[src/hdl/bgp_pkg.sv]
// ============================================================================
// bgp_pkg
// Shared types and constants of the bilinear gradient pixel generator.
// ============================================================================
package bgp_pkg;

    localparam int MAX_DIM = 4096;

    localparam logic [2:0] REG_TOP_LEFT     = 3'd0;
    localparam logic [2:0] REG_TOP_RIGHT    = 3'd1;
    localparam logic [2:0] REG_BOTTOM_LEFT  = 3'd2;
    localparam logic [2:0] REG_BOTTOM_RIGHT = 3'd3;
    localparam logic [2:0] REG_RECT_WIDTH   = 3'd4;
    localparam logic [2:0] REG_RECT_HEIGHT  = 3'd5;

    // Register stages of one interpolation, from the head register to the result register.
    localparam int LERP_LATENCY = 10;

    typedef struct packed {
        logic [11:0] pix_x;
        logic [11:0] pix_y;
    } in_t;

    typedef struct packed {
        logic [7:0] red;
        logic [7:0] green;
        logic [7:0] blue;
        logic       drawn;
    } out_t;

    typedef struct packed {
        logic [19:0] rem;
        logic [18:0] dsh;
        logic [7:0]  quo;
        logic [7:0]  base;
        logic        neg;
    } div_t;

endpackage

[src/hdl/bgp_div_cell.sv]
// ============================================================================
// bgp_div_cell
// One restoring division step; the divisor moves one place right per cell.
// ============================================================================
module bgp_div_cell (
    input  logic         clk,
    input  logic         en,
    input  bgp_pkg::div_t din,
    output bgp_pkg::div_t dout
);
    import bgp_pkg::*;

    logic  ge;
    div_t  dout_reg;
    div_t  dout_next;

    always_comb
    begin
        ge = din.rem >= {1'b0, din.dsh};
        dout_next      = din;
        dout_next.rem  = ge ? din.rem - {1'b0, din.dsh} : din.rem;
        dout_next.dsh  = din.dsh >> 1;
        dout_next.quo  = {din.quo[6:0], ge};
    end

    always_ff @(posedge clk)
    begin
        if (en)
        begin
            dout_reg <= dout_next;
        end
    end

    assign dout = dout_reg;
endmodule

[src/hdl/bgp_lerp.sv]
// ============================================================================
// bgp_lerp
// Pipelined a + pos*(b-a)/span with truncation toward zero, through a row
// of eight division cells.
// ============================================================================
module bgp_lerp (
    input  logic        clk,
    input  logic        en,
    input  logic [7:0]  a,
    input  logic [7:0]  b,
    input  logic [11:0] pos,
    input  logic [11:0] span,
    output logic [7:0]  result
);
    import bgp_pkg::*;

    logic [7:0] mag;
    div_t       head_reg;
    div_t       head_next;
    div_t       chain [0:8];
    logic [7:0] result_reg;
    logic [7:0] result_next;

    always_comb
    begin
        mag = (b >= a) ? b - a : a - b;
        head_next.rem  = 20'(pos) * 20'(mag);
        head_next.dsh  = {span, 7'b0};
        head_next.quo  = '0;
        head_next.base = a;
        head_next.neg  = b < a;
    end

    always_ff @(posedge clk)
    begin
        if (en)
        begin
            head_reg <= head_next;
        end
    end

    assign chain[0] = head_reg;

    for (genvar i = 0; i < 8; i++)
    begin : g_cell
        bgp_div_cell u_cell (
            .clk  (clk),
            .en   (en),
            .din  (chain[i]),
            .dout (chain[i+1])
        );
    end

    assign result_next = chain[8].neg ? chain[8].base - chain[8].quo
                                      : chain[8].base + chain[8].quo;

    always_ff @(posedge clk)
    begin
        if (en)
        begin
            result_reg <= result_next;
        end
    end

    assign result = result_reg;
endmodule

[config.mk]
export PLATFORM = sky130hd
export DESIGN_NAME = bgp_lerp
export DESIGN_NICKNAME = d
export VERILOG_FILES = /design/src/hdl/bgp_pkg.sv /design/src/hdl/bgp_div_cell.sv /design/src/hdl/bgp_lerp.sv
export SDC_FILE = /design/constraint.sdc
export NUM_CORES = 1
export LEC_CHECK = 0
export ABC_AREA = 1
export BUFFER_PORTS_ARGS = -buffer_cell sky130_fd_sc_hd__buf_2
export CORE_MARGIN = 4
export CORE_UTILIZATION = 35
export DETAILED_ROUTE_END_ITERATION = 8
export REMOVE_ABC_BUFFERS = 1
export SETUP_SLACK_MARGIN = 0.2
export SYNTH_ARGS = -nofsm -noshare
export SYNTH_HDL_FRONTEND = slang
export SYNTH_SLANG_ARGS = --single-unit
[constraint.sdc]
create_clock -name clk -period 8 [get_ports clk]
set_input_delay 1.2 -clock clk [delete_from_list [all_inputs] [get_ports clk]]
set_output_delay 1.2 -clock clk [all_outputs]
set_load 0.005 [all_outputs]
# --- After elaboration in Yosys (flattened, before gate mapping) ---
# Cells that the tools add are included.
# W data, S select, Z words.
op_classes:
  n_lt_le_gt_ge: 10
  n_mux: 9
  multipliers: 1
  n_addsub: 11
ops:
  columns: ["cell", "n"]
  rows:
  - ["$mux W20", 7]
  - ["$sub A8 B8 Y8", 3]
  - ["$ge A20 B12 Y1", 1]
  - ["$ge A20 B13 Y1", 1]
  - ["$ge A20 B14 Y1", 1]
  - ["$ge A20 B15 Y1", 1]
  - ["$ge A20 B16 Y1", 1]
  - ["$ge A20 B17 Y1", 1]
  - ["$ge A20 B18 Y1", 1]
  - ["$ge A20 B19 Y1", 1]
  - ["$mul A12 B8 Y20", 1]
  - ["$sub A20 B13 Y20", 1]
  - ["$sub A20 B14 Y20", 1]
  - ["$sub A20 B15 Y20", 1]
  - ["$sub A20 B16 Y20", 1]
  - ["$sub A20 B17 Y20", 1]
  - ["$sub A20 B18 Y20", 1]
  - ["$sub A20 B19 Y20", 1]
  - ["$mux W8", 2]
  - ["$add A8 B8 Y8", 1]
  - ["$ge A8 B8 Y1", 1]
  - ["$lt A8 B8 Y1", 1]
word_totals:
  register_bits: 381
  input_bits: 42
  out_inout_bits: 8

# --- Depth between registers and ports, before layout ---
# Gate-level depths: netlist (run 1).
logic_depth:
  ltp_word: 3
  depth_mapped: 31
  ltp_nobuf: 30

# --- Hierarchy ---
# Synthesis (run 1) repeated with hierarchy kept, for this count alone.
hier_totals:
  cells_unflattened: 3733
  hier_area_um2: 32028.2
modules_own_cells:
  columns: ["module", "area_per_inst_um2", "cells_per_inst", "instances", "seq_area_each_um2"]
  rows:
  - ["bgp_div_cell (g_cell[0].u_cell ...)", 3274.4, 382, 3, 1651.6]
  - ["bgp_div_cell (g_cell[6].u_cell ...)", 3281.9, 377, 2, 1651.6]
  - ["bgp_div_cell (g_cell[3].u_cell ...)", 3274.4, 380, 2, 1651.6]
  - ["bgp_lerp", 5838.1, 696, 1, 1471.4]
  - ["bgp_div_cell (g_cell[5].u_cell)", 3254.4, 377, 1, 1651.6]

# --- Least setup slack after synthesis (run 1) ---
# No wires, ideal clock.
synth_path:
  path_type: "input-to-reg"
  start: "in b[0]"
  end: "reg head_reg, in the netlist chain[503] (data pin)"
  setup_ps: 252
  cell_stages: 29
  setup_slack_ps: 1805
  arrival_time_ps: 5943
  path_buffers: 0
  cell_sequence: "inv_1 -> ha_1 -> inv_1 -> fa_1 -> nand2_1 -> nand2_1 -> nand2_1 -> nand2_2 -> nor2_8 -> nand2_1 -> nand2_4 -> nor2_1 -> fa_1 -> inv_1 -> fa_1 -> inv_1 -> fa_1 -> inv_1 -> fa_1 -> inv_1 -> ha_1 -> nand2_1 -> inv_1 -> a21boi_0 -> nor2_1 -> nor2_1 -> nand2_1 -> nand2_1 -> nand2_1"
synth_lines:
  columns: ["item", "line_no", "text"]
  rows:
  - ["start: declaration", "bgp_lerp.sv:10", "input logic [7:0] b,"]
  - ["end signal: assignment", "bgp_lerp.sv:38", "head_reg <= head_next;"]
  - ["end: declaration", "bgp_lerp.sv:18", "div_t head_reg;"]

==> impl_metrics.yaml, run 1 <==
sta:
  worst_slack_ns: 1.87
  final.min_clock_period_ns: 6.13
  tightestPinTransition_ns: 0.920
  fin_worst_skew_ns: 0.0402
  period_share_pct: 76.6
  final_max_slew_viol_count: 0
  slew_headroom_pct: 38.7
  timing.final.setup_violations: 0
  tns_ns: 0
  rsz0062_at_grt: "false"
  max_freq_mhz: 163
  timing.final.hold_violations: 0
run:
  max_cap_violations: 0
setup_path:
  cpPeakStageDelay_ns: 0.54
  critical_path.endpoint_type: "flop"
  cp-start-kind: "input pin"
  cpMostUsedCell: "nand2_1"
  critPathArrivalTime_ns: 6.48
  rrSetupSlack_ns: 5.14
  critPathTopFamily: "adder cells"
  slowest_stage: "fa_1"
  path_class: "input pin to flop"
  worstPathRequired_ns: 8.35
  critPathBufInv: 8
  cp_max_fo: 10
routing:
  firstDrtPassIters: 5
  wl_per_cell_um: 14.4
  met3_length_mm: 1.52
  drc: 0
  topRoutingLayerUsed: "met4"
  route.met2.wl_mm: 25.7
  finalWirelength_mm: 49.8
  vias: 16257
  met1Wirelength_mm: 21.1
  vias_per_cell: 4.70
  ant_nets: 0
  drtIter0Drc: 833
die:
  io_pins: 50
  die_area_sq_um: 71100
  num_rows: 94
  die_x_um: 267
  coreArea_sq_um: 66100
  start_util_pct: 35.4
  fp.dieH_um: 267
logic_synthesis:
  syn_avg_cell_area_sq_um: 9.45
  async_reset_ff_share_pct: 0
  ys_types: 44
  synth_edf_count: 381
  syn-cell-area_sq_um: 23400
  synthCells: 2479
  ys_seq_area_share_pct: 48.9
  synth_ff_type: "edfxtp_1"
  ys_seq_elements: 381
  ys_warn_count: 0
power:
  vdd_drop_max_mv: 0.361
  powerDensity_nw_per_um2: 401
  cellLeakagePower_nw: 11.7
finish:
  nFillCells: 6510
  finalNonFillerCells: 3458
  antenna_cells: 0
  largest_register_ffs: 332
  drive_above_1_share_pct: 6.98
  nNetsFinal: 2830
  synthToLayoutAreaGrowth_pct: 11.3
  multi_input_area_sq_um: 10200
  seq_area_sq_um: 11400
placement:
  dpl_worst_slack_ns: 1.28
  routabilityCongestion: 0.956
  dp.cells: 3377
  port_buffers: 49
  place_hpwl_mm: 38.6
global_route:
  grt_max_degree: 152
  grt_overflow_total: 0
  grt_use_total_pct: 14.3
  antenna_found_initial: 0
  grt_pass1_wl_mm: 83.4
  grt_pass1_vias: 16949
clock_tree:
  cts_setup_buffers: 0
  tritoncts: "yes"
  clock_latency_ns: 0.59
  h-tree-depth: 2
  cts_resized: 0
  cts_buffers: 44
  cts_hold_buf: 0
  clockBufferDepth: 3
  clockRootBuffer: "clkbuf_16"
  clkTransAtPathRegs_ns: 0.07
  cts.sinks: 381
worst_hold_path:
  hp-class: "flop to flop"
outcome:
  run_status: "finished, final reports clean"
## per-stage QoR
step | area (sq um) | utilization (%) | hold WS, ns | power [mW]
CTS | 26100 | 39.4 | 0.401 | 10.6
detailed placement | 24600 | 37.3 | 0.405 | 8.55
global placement | 24600 | 37.3 | 0.402 | 8.50
global route | 26100 | 39.4 | 0.408 | 11.5
finish | 26100 | 39.4 | 0.406 | 10.5
floorplan | 23300 | - | 0.400 | 7.21
## metal layers
metal  up-vias  track usage, %
met5         -               0
met3        88            2.01
met4         0            4.75
met2       249            26.5
met1      7612            16.9
li1       8308               -
## path summary, 6_finish.rpt
path | from | endpoint | cells past startpoint
max | b[0] | chain[503]$_DFFE_PP_ | 30
min | chain[456]$_DFFE_PP_ | g_cell[0].u_cell.dout[8]$_DFFE_PP_ | 0
max reg2reg | g_cell[0].u_cell.dout[23]$_DFFE_PP_ | g_cell[1].u_cell.dout[52]$_DFFE_PP_ | 11
min reg2reg | chain[456]$_DFFE_PP_ | g_cell[0].u_cell.dout[8]$_DFFE_PP_ | 0
## power breakdown
| group | internal [mW] | switching, mW | leakage [nW] |
|---|---|---|---|
| clock network | 1.13 | 0.838 | 0.686 |
| logic | 1.93 | 3.33 | 7.35 |
| registers | 2.97 | 0.278 | 3.70 |
## cell usage after synthesis, types with 7 or more instances
cell type,count,area [sq um]
xor2_1,53,464
xnor2_1,28,245
ha_1,159,1990
a21oi_1,120,601
nand2_2,13,81.3
fa_1,70,1400
o21bai_1,7,52.6
nand2_4,11,124
inv_1,413,1550
nor3_1,18,90.1
o21ai_2,12,105
nand4_1,43,269
nand3_1,136,681
nand3b_1,18,135
nand2_1,591,2220
edfxtp_1,381,11400
buf_6,10,113
nor2_1,254,953
o21ai_1,13,65.1
o21ai_0,65,325
## worst reg2reg max path, delay by kind of cell, from the launching register on
kind	cells	cell delay, ns
fa+ha+maj	2	0.68
flops	1	0.40
buf+inv	1	0.31
simple gates	8	1.20
## cells in the final DEF, fill, tap and decap left out, types with 11 or more instances in the layout
cell	netlist	final
clkbuf_16	0	44
nand2_1	591	591
o21ai_1	13	13
nor2_1	254	254
fa_1	70	70
ha_1	159	159
nand2_4	11	11
edfxtp_1	381	381
nand3_1	136	136
xnor2_1	28	28
o21ai_2	12	12
nand4_1	43	43
o21ai_0	65	65
a21oi_1	120	120
nand2_2	13	13
inv_1	413	413
xor2_1	53	53
nand3b_1	18	18
nor3_1	18	18
buf_2	0	48
## cells by family after synthesis
group | Yosys count | synth area share (%)
buf+inv | 438 | 7.48
compound gates | 238 | 5.59
fa+ha+maj | 229 | 14.5
flops | 381 | 48.9
simple gates | 1112 | 20.6
xor+xnor | 81 | 3.03
## area by class of cell
cell class                      count  area share (%)
Clock buffer                       54            4.37
Multi-Input combinational cell   1660            39.2
Inverter                          420            6.09
Clock inverter                     27            1.14
Sequential cell                   381            43.9
Timing Repair Buffer               52            1.11
Tap cell                          864            4.15
Power figures use the tool's default switching activity.
==> inputs of run 2 (changes only) <==
--- a/config.mk
+++ b/config.mk
@@ -5,7 +5,7 @@
 export SDC_FILE = /design/constraint.sdc
 export NUM_CORES = 1
 export LEC_CHECK = 0
-export ABC_AREA = 1
+export ABC_AREA = 0
 export BUFFER_PORTS_ARGS = -buffer_cell sky130_fd_sc_hd__buf_2
 export CORE_MARGIN = 4
 export CORE_UTILIZATION = 35
==> constraint.sdc (replaced) <==
create_clock -name clk -period 6 [get_ports clk]
set_input_delay 0.9 -clock clk [delete_from_list [all_inputs] [get_ports clk]]
set_output_delay 0.9 -clock clk [all_outputs]
set_load 0.005 [all_outputs]
==> run 2 against run 1 <==
Against the previous run:
- the flow now finishes with violations (negative setup slack)
- sequential share of layout area is 1.6 points higher
- clock power up 18%
- largest cell class unchanged
- sequential power rose by 33%
- register-to-register slack got worse by 2.7 ns
- routed wire length shrank 21%
- combinational power rose by 55%
- final area fell by 3.6%
- non-clock buffer count is 99 higher
- via count down 17%
- clock skew decreased by 0.019 ns
- first-iteration DRC count up 3.2%
==> impl_metrics.yaml, run 2 <==
routing:
  ant_nets: 0
  wl_per_cell_um: 14.2
  finalWirelength_mm: 39.4
  vias_per_cell: 4.87
  drtIter0Drc: 860
  firstDrtPassIters: 5
  vias: 13493
  drc: 0
sta:
  rsz0062_at_grt: "true"
  timing.final.setup_violations: 11
  tightestPinTransition_ns: 1.12
  timing.final.hold_violations: 0
  slew_headroom_pct: 25.2
  period_share_pct: 112
  fin_worst_skew_ns: 0.0209
  worst_slack_ns: -0.727
  final_max_slew_viol_count: 0
  max_freq_mhz: 149
  final.min_clock_period_ns: 6.73
  hold_ws_ns: 0.408
die:
  coreArea_sq_um: 60700
  fp.dieH_um: 256
  num_rows: 90
  die_area_sq_um: 65600
  io_pins: 50
  start_util_pct: 35.5
  die_x_um: 256
power:
  switching_share_pct: 37.1
  p_sw_mw: 5.47
  p_int_mw: 9.29
  seq_power_share_pct: 29.2
  p_comb_share_pct: 55.0
  vdd_drop_max_mv: 0.764
  powerDensity_nw_per_um2: 587
  finalPower_mw: 14.8
  cellLeakagePower_nw: 10.2
  pwr-share-clk_pct: 15.8
setup_path:
  timing.rr.end: "g_cell[5].u_cell.dout[55]$_DFFE_PP_"
  rrSetupSlack_ns: 2.40
  cpPeakStageDelay_ns: 0.56
  cp-endpoint: "chain[501]$_DFFE_PP_"
  slowest_stage: "fa_1"
  worstPathRequired_ns: 6.26
  cp-startpoint: "b[0]"
  r2r_start: "g_cell[4].u_cell.dout[40]$_DFFE_PP_"
  cpMostUsedCell: "fa_1"
  critPathArrivalTime_ns: 6.99
  r2r_cells: 8
  path_class: "input pin to flop"
  critical_path.endpoint_type: "flop"
  cp-start-kind: "input pin"
  cp_max_fo: 6
placement:
  dpl_worst_slack_ns: -1.72
  place_hpwl_mm: 29.4
  place_area_sq_um: 23400
  routabilityCongestion: 0.895
  port_buffers: 49
logic_synthesis:
  async_reset_ff_share_pct: 0
  ys_types: 71
  syn_avg_cell_area_sq_um: 12.0
  synth_edf_count: 381
  synth_ff_type: "edfxtp_1"
  synth_top_area_cell: "edfxtp_1"
  ys_warn_count: 0
  synthCells: 1791
  syn-cell-area_sq_um: 21500
  yosys-top-cells-area: "edfxtp_1, ha_1, fa_1"
  yosys.cell_count.top_type: "edfxtp_1"
  synth_common_cells: "edfxtp_1, inv_1, ha_1, a21oi_1, nor2_1"
  synth_top_area_share_pct: 53.1
  ys_seq_area_share_pct: 53.1
  ys_seq_elements: 381
clock_tree:
  tritoncts: "yes"
  clkTransAtPathRegs_ns: 0.06
  clockBufferDepth: 3
  clock_latency_ns: 0.53
  clockRootBuffer: "clkbuf_16"
  cts.sinks: 381
  cts_buffers: 41
  h-tree-depth: 2
  cts_hold_buf: 0
global_route:
  antenna_found_initial: 0
  grt_use_total_pct: 11.9
  grt_max_degree: 154
  grt_pass1_vias: 13967
  grt_pass1_wl_mm: 67.0
  grt_overflow_total: 0
outcome:
  run_status: "finished with violations"
  violations: "negative setup slack"
finish:
  nFillCells: 5518
  antenna_cells: 0
  largest_register_ffs: 332
  synthToLayoutAreaGrowth_pct: 16.6
  layout_common_cells: "edfxtp_1, inv_1, ha_1, nor2_1, a21oi_1"
  nNetsFinal: 2228
  drive_above_1_share_pct: 15.7
  final_cell_area_sq_um: 25100
  post-route-util_pct: 41.4
  final_common_cell: "edfxtp_1"
run:
  max_cap_violations: 0
worst_hold_path:
  hp-class: "flop to flop"
[run 2: cell types whose count changed after synthesis, sizes merged, moves of 20 or more]
cell / change
nand2: -557
inv: -187
nor2: -125
nand3: -112
nor2b: +56
o21ai: -51
and2: +44
xnor2: +40
nand4: -28
mux2: +23
o21a: +23
clkbuf: +20
[run 2: timing repair]
| action | CTS | global route |
|---|---|---|
| resized for setup | 54 | 36 |
| cloned | 0 | 0 |
| setup endpoints to repair | 13 | 13 |
| setup buffers | 8 | 3 |
| pin swaps | 56 | 35 |
[run 2: how the worst min path moves through the flow]
stage	from	endpoint	slack [ns]	cells after the start
3_5_place_dp	g_cell[1].u_cell.dout[9]$_DFFE_PP_	g_cell[2].u_cell.dout[10]$_DFFE_PP_	0.40	0
6_report	g_cell[0].u_cell.dout[3]$_DFFE_PP_	g_cell[1].u_cell.dout[3]$_DFFE_PP_	0.41	0
3_3_place_gp	chain[450]$_DFFE_PP_	g_cell[0].u_cell.dout[2]$_DFFE_PP_	0.40	0
2_1_floorplan	chain[448]$_DFFE_PP_	g_cell[0].u_cell.dout[0]$_DFFE_PP_	0.40	0
4_1_cts	g_cell[3].u_cell.dout[11]$_DFFE_PP_	g_cell[4].u_cell.dout[12]$_DFFE_PP_	0.40	0
5_1_grt	g_cell[3].u_cell.dout[11]$_DFFE_PP_	g_cell[4].u_cell.dout[12]$_DFFE_PP_	0.40	0
[run 2: power groups by stage]
| stage | logic (mW) | registers, mW | clock network [mW] |
|---|---|---|---|
| 6_report | 8.12 | 4.31 | 2.32 |
| 4_1_cts | 7.68 | 4.32 | 2.40 |
| 3_5_place_dp | 6.90 | 4.37 | 0 |
| 5_1_grt | 9.08 | 4.38 | 2.51 |
| 3_3_place_gp | 6.75 | 4.34 | 0 |
| 2_1_floorplan | 4.85 | 4.23 | 0 |
[run 2: layout make-up]
type                            count  area [sq um]  area share, %
Clock buffer                       50          1100           4.39
Tap cell                          782           978           3.89
Clock inverter                     26           153          0.608
Sequential cell                   381         11400           45.5
Inverter                          233           877           3.49
Multi-Input combinational cell   1149          9500           37.8
Timing Repair Buffer              151          1080           4.29
[run 2: logic make-up (layout without fill, tap and decap cells)]
logic type / Yosys count / count (layout) / synth area share, %
DFF: 381 / 381 / 53.1
buffers and inverters: 261 / 460 / 4.65
muxes: 28 / 28 / 1.43
AOI/OAI and AO/OA: 323 / 323 / 9.65
and+or+nand+nor: 461 / 461 / 11.0
xor gates and xnor gates: 108 / 108 / 4.39
adders and majority gates: 229 / 229 / 15.7
[run 2: routing by layer]
metal / routed length [um] / part of all wire, % / GRT usage [%]
met1: 16900 / 43 / 14.4
met5: 0 / 0 / 0
met4: 1460 / 3.7 / 4.39
met3: 1200 / 3.0 / 1.80
met2: 19800 / 50 / 21.4
[run 2: per-stage QoR]
stage	TNS, ns	std cells
global route	-7.07	2772
detailed placement	-15.43	2685
floorplan	-8.82	1763
finish	-4.53	2772
global placement	-14.49	2685
CTS	-4.51	2769
[run 2: critical path: cells and delay by family]
kind                       cells  cell delay [ns]
and+or+nand+nor                5             1.04
xor gates and xnor gates       2             0.30
AOI/OAI and AO/OA              7             1.35
buffers and inverters          8             0.74
adders and majority gates      7             2.68
==> inputs of run 3 (changes only) <==
--- a/config.mk
+++ b/config.mk
@@ -12,6 +12,8 @@
 export DETAILED_ROUTE_END_ITERATION = 8
 export REMOVE_ABC_BUFFERS = 1
 export SETUP_SLACK_MARGIN = 0.2
+export SLEW_MARGIN = 5
 export SYNTH_ARGS = -nofsm -noshare
 export SYNTH_HDL_FRONTEND = slang
+export SYNTH_HIERARCHICAL = 1
 export SYNTH_SLANG_ARGS = --single-unit
==> run 3 against run 2 <==
Against the previous run:
- the run still ends with negative setup slack left
- highest routed layer unchanged
- maximum frequency rose by 12%
- flip-flop and latch count is 42 higher
- clock power rose by 17%
- total power rose by 28%
- register-to-register slack better by 0.02 ns
- non-clock buffer count increased by 32
- die area grew 29%
- via count is 41% higher
- combinational power grew 37%
- global-route usage is 1.6 points higher
- synthesized area rose by 30%
- sequential share of layout area shrank 5.6 points
==> impl_metrics.yaml, run 3 <==
sta:
  final_max_slew_viol_count: 0
  timing.final.setup_violations: 2
  slew_headroom_pct: 42.0
  period_share_pct: 100
  fin_worst_skew_ns: 0.0231
  tightestPinTransition_ns: 0.865
  worst_slack_ns: -0.0166
  max_freq_mhz: 166
  final.min_clock_period_ns: 6.02
  rsz0062_at_grt: "true"
  timing.final.hold_violations: 0
finish:
  post-route-util_pct: 40.1
  largest_register_ffs: 374
  synthToLayoutAreaGrowth_pct: 13.2
  nNetsFinal: 3052
  antenna_cells: 0
  layout_common_cells: "edfxtp_1, inv_1, ha_1, nand2_1, a21oi_1"
  final_common_cell: "edfxtp_1"
  nFillCells: 7693
  finalNonFillerCells: 3810
  drive_above_1_share_pct: 15.5
worst_hold_path:
  hold_end: "g_cell[7].u_cell/dout[4]$_DFFE_PP_"
  hold_start: "g_cell[6].u_cell/dout[4]$_DFFE_PP_"
  min_path_cells: 0
  hp-class: "flop to flop"
placement:
  dp.cells: 3713
  routabilityCongestion: 0.847
  port_buffers: 49
  place_hpwl_mm: 43.8
clock_tree:
  cts.sinks: 423
  clockBufferDepth: 3
  cts_buffers: 46
  clkTransAtPathRegs_ns: 0.06
  clock_latency_ns: 0.58
  clockRootBuffer: "clkbuf_16"
  tritoncts: "yes"
  h-tree-depth: 2
routing:
  drc: 0
  ant_nets: 0
  vias_per_cell: 5.00
  wl_per_cell_um: 15.2
  firstDrtPassIters: 6
  finalWirelength_mm: 57.8
  drtIter0Drc: 1140
  vias: 19042
die:
  num_rows: 103
  start_util_pct: 35.4
  io_pins: 50
  coreArea_sq_um: 79300
  die_area_sq_um: 84800
  fp.dieH_um: 291
  die_x_um: 291
global_route:
  grt_max_degree: 118
  grt_pass1_wl_mm: 96.0
  grt_pass1_vias: 18889
  antenna_found_initial: 0
  grt_use_total_pct: 13.5
  grt_overflow_total: 0
setup_path:
  r2r_cells: 9
  rrSetupSlack_ns: 2.42
  cpPeakStageDelay_ns: 0.55
  critical_path.endpoint_type: "flop"
  critPathArrivalTime_ns: 6.34
  timing.rr.end: "g_cell[6].u_cell/dout[40]$_DFFE_PP_"
  cp-start-kind: "input pin"
  cp_max_fo: 4
  r2r_start: "g_cell[5].u_cell/dout[17]$_DFFE_PP_"
  path_class: "input pin to flop"
  worstPathRequired_ns: 6.32
  slowest_stage: "fa_1"
  cpMostUsedCell: "fa_1"
power:
  powerDensity_nw_per_um2: 593
  vdd_drop_max_mv: 0.684
  cellLeakagePower_nw: 13.0
outcome:
  run_status: "finished with violations"
  violations: "negative setup slack"
logic_synthesis:
  syn-cell-area_sq_um: 28100
  ys_warn_count: 6
  syn_avg_cell_area_sq_um: 10.7
  synthCells: 2613
run:
  max_cap_violations: 0
## run 3: worst max-delay path, delay by kind of cell
kind                     cells  cell delay (ns)
buffers and inverters        7             0.59
adder cells (fa/ha/maj)      7             2.82
multiplexers                 1             0.18
AO/OA/AOI/OAI                8             1.56
XOR/XNOR                     1             0.15
AND/OR/NAND/NOR              1             0.16
## run 3: stage by stage
step | TNS [ns] | setup WS (ns) | hold WS [ns] | instance area, sq um | total power [mW]
final | -0.0181 | -0.0166 | 0.415 | 31800 | 18.9
after global routing | -0.717 | -0.148 | 0.422 | 31800 | 20.5
after floorplan | -35.76 | -2.75 | 0.400 | 27400 | 12.3
after detailed placement | -8.31 | -0.910 | 0.405 | 29900 | 15.4
after global placement | -7.48 | -0.803 | 0.401 | 29900 | 15.4
after CTS | 0 | 0.0617 | 0.417 | 31600 | 18.6
## run 3: timing repair
action	4_1_cts	5_1_grt
buffers inserted	9	4
gates cloned	0	0
hold buffers	0	0
endpoints found under the setup margin	10	11
resized for setup	40	32
pin swaps	37	19
hold endpoints to repair	0	0
## run 3: power breakdown
group / leakage (nW) / internal, mW / switching, mW / total, mW
registers: 4.14 / 4.60 / 0.445 / 5.04
logic: 8.20 / 5.16 / 5.95 / 11.1
clock network: 0.703 / 1.57 / 1.14 / 2.71
## run 3: layout make-up
type | instances | area [sq um] | area share (%)
Sequential cell | 423 | 12700 | 40.0
Timing Repair Buffer | 183 | 1340 | 4.23
Multi-Input combinational cell | 1791 | 13900 | 43.8
Clock buffer | 53 | 1200 | 3.77
Inverter | 279 | 1050 | 3.32
Tap cell | 1050 | 1310 | 4.13
Clock inverter | 31 | 264 | 0.830
## run 3: per-layer routing
layer	vias up	track usage [%]	share of wire (%)
li1	9607	-	-
met1	8919	18.1	45
met2	394	22.5	47
met3	122	1.81	3.8
met4	0	4.73	3.5
met5	-	0	0
## run 3: worst max path at each step
| stage | from | to | slack [ns] | depth (start not counted) |
|---|---|---|---|---|
| finish | b[0] | chain[503]$_DFFE_PP_ | -0.02 | 25 |
| global route | b[0] | chain[503]$_DFFE_PP_ | -0.15 | 25 |
| CTS | b[0] | chain[503]$_DFFE_PP_ | 0.06 | 26 |
| detailed placement | b[0] | chain[502]$_DFFE_PP_ | -0.91 | 25 |
| global placement | b[0] | chain[503]$_DFFE_PP_ | -0.80 | 24 |
| floorplan | a[5] | chain[503]$_DFFE_PP_ | -2.75 | 20 |
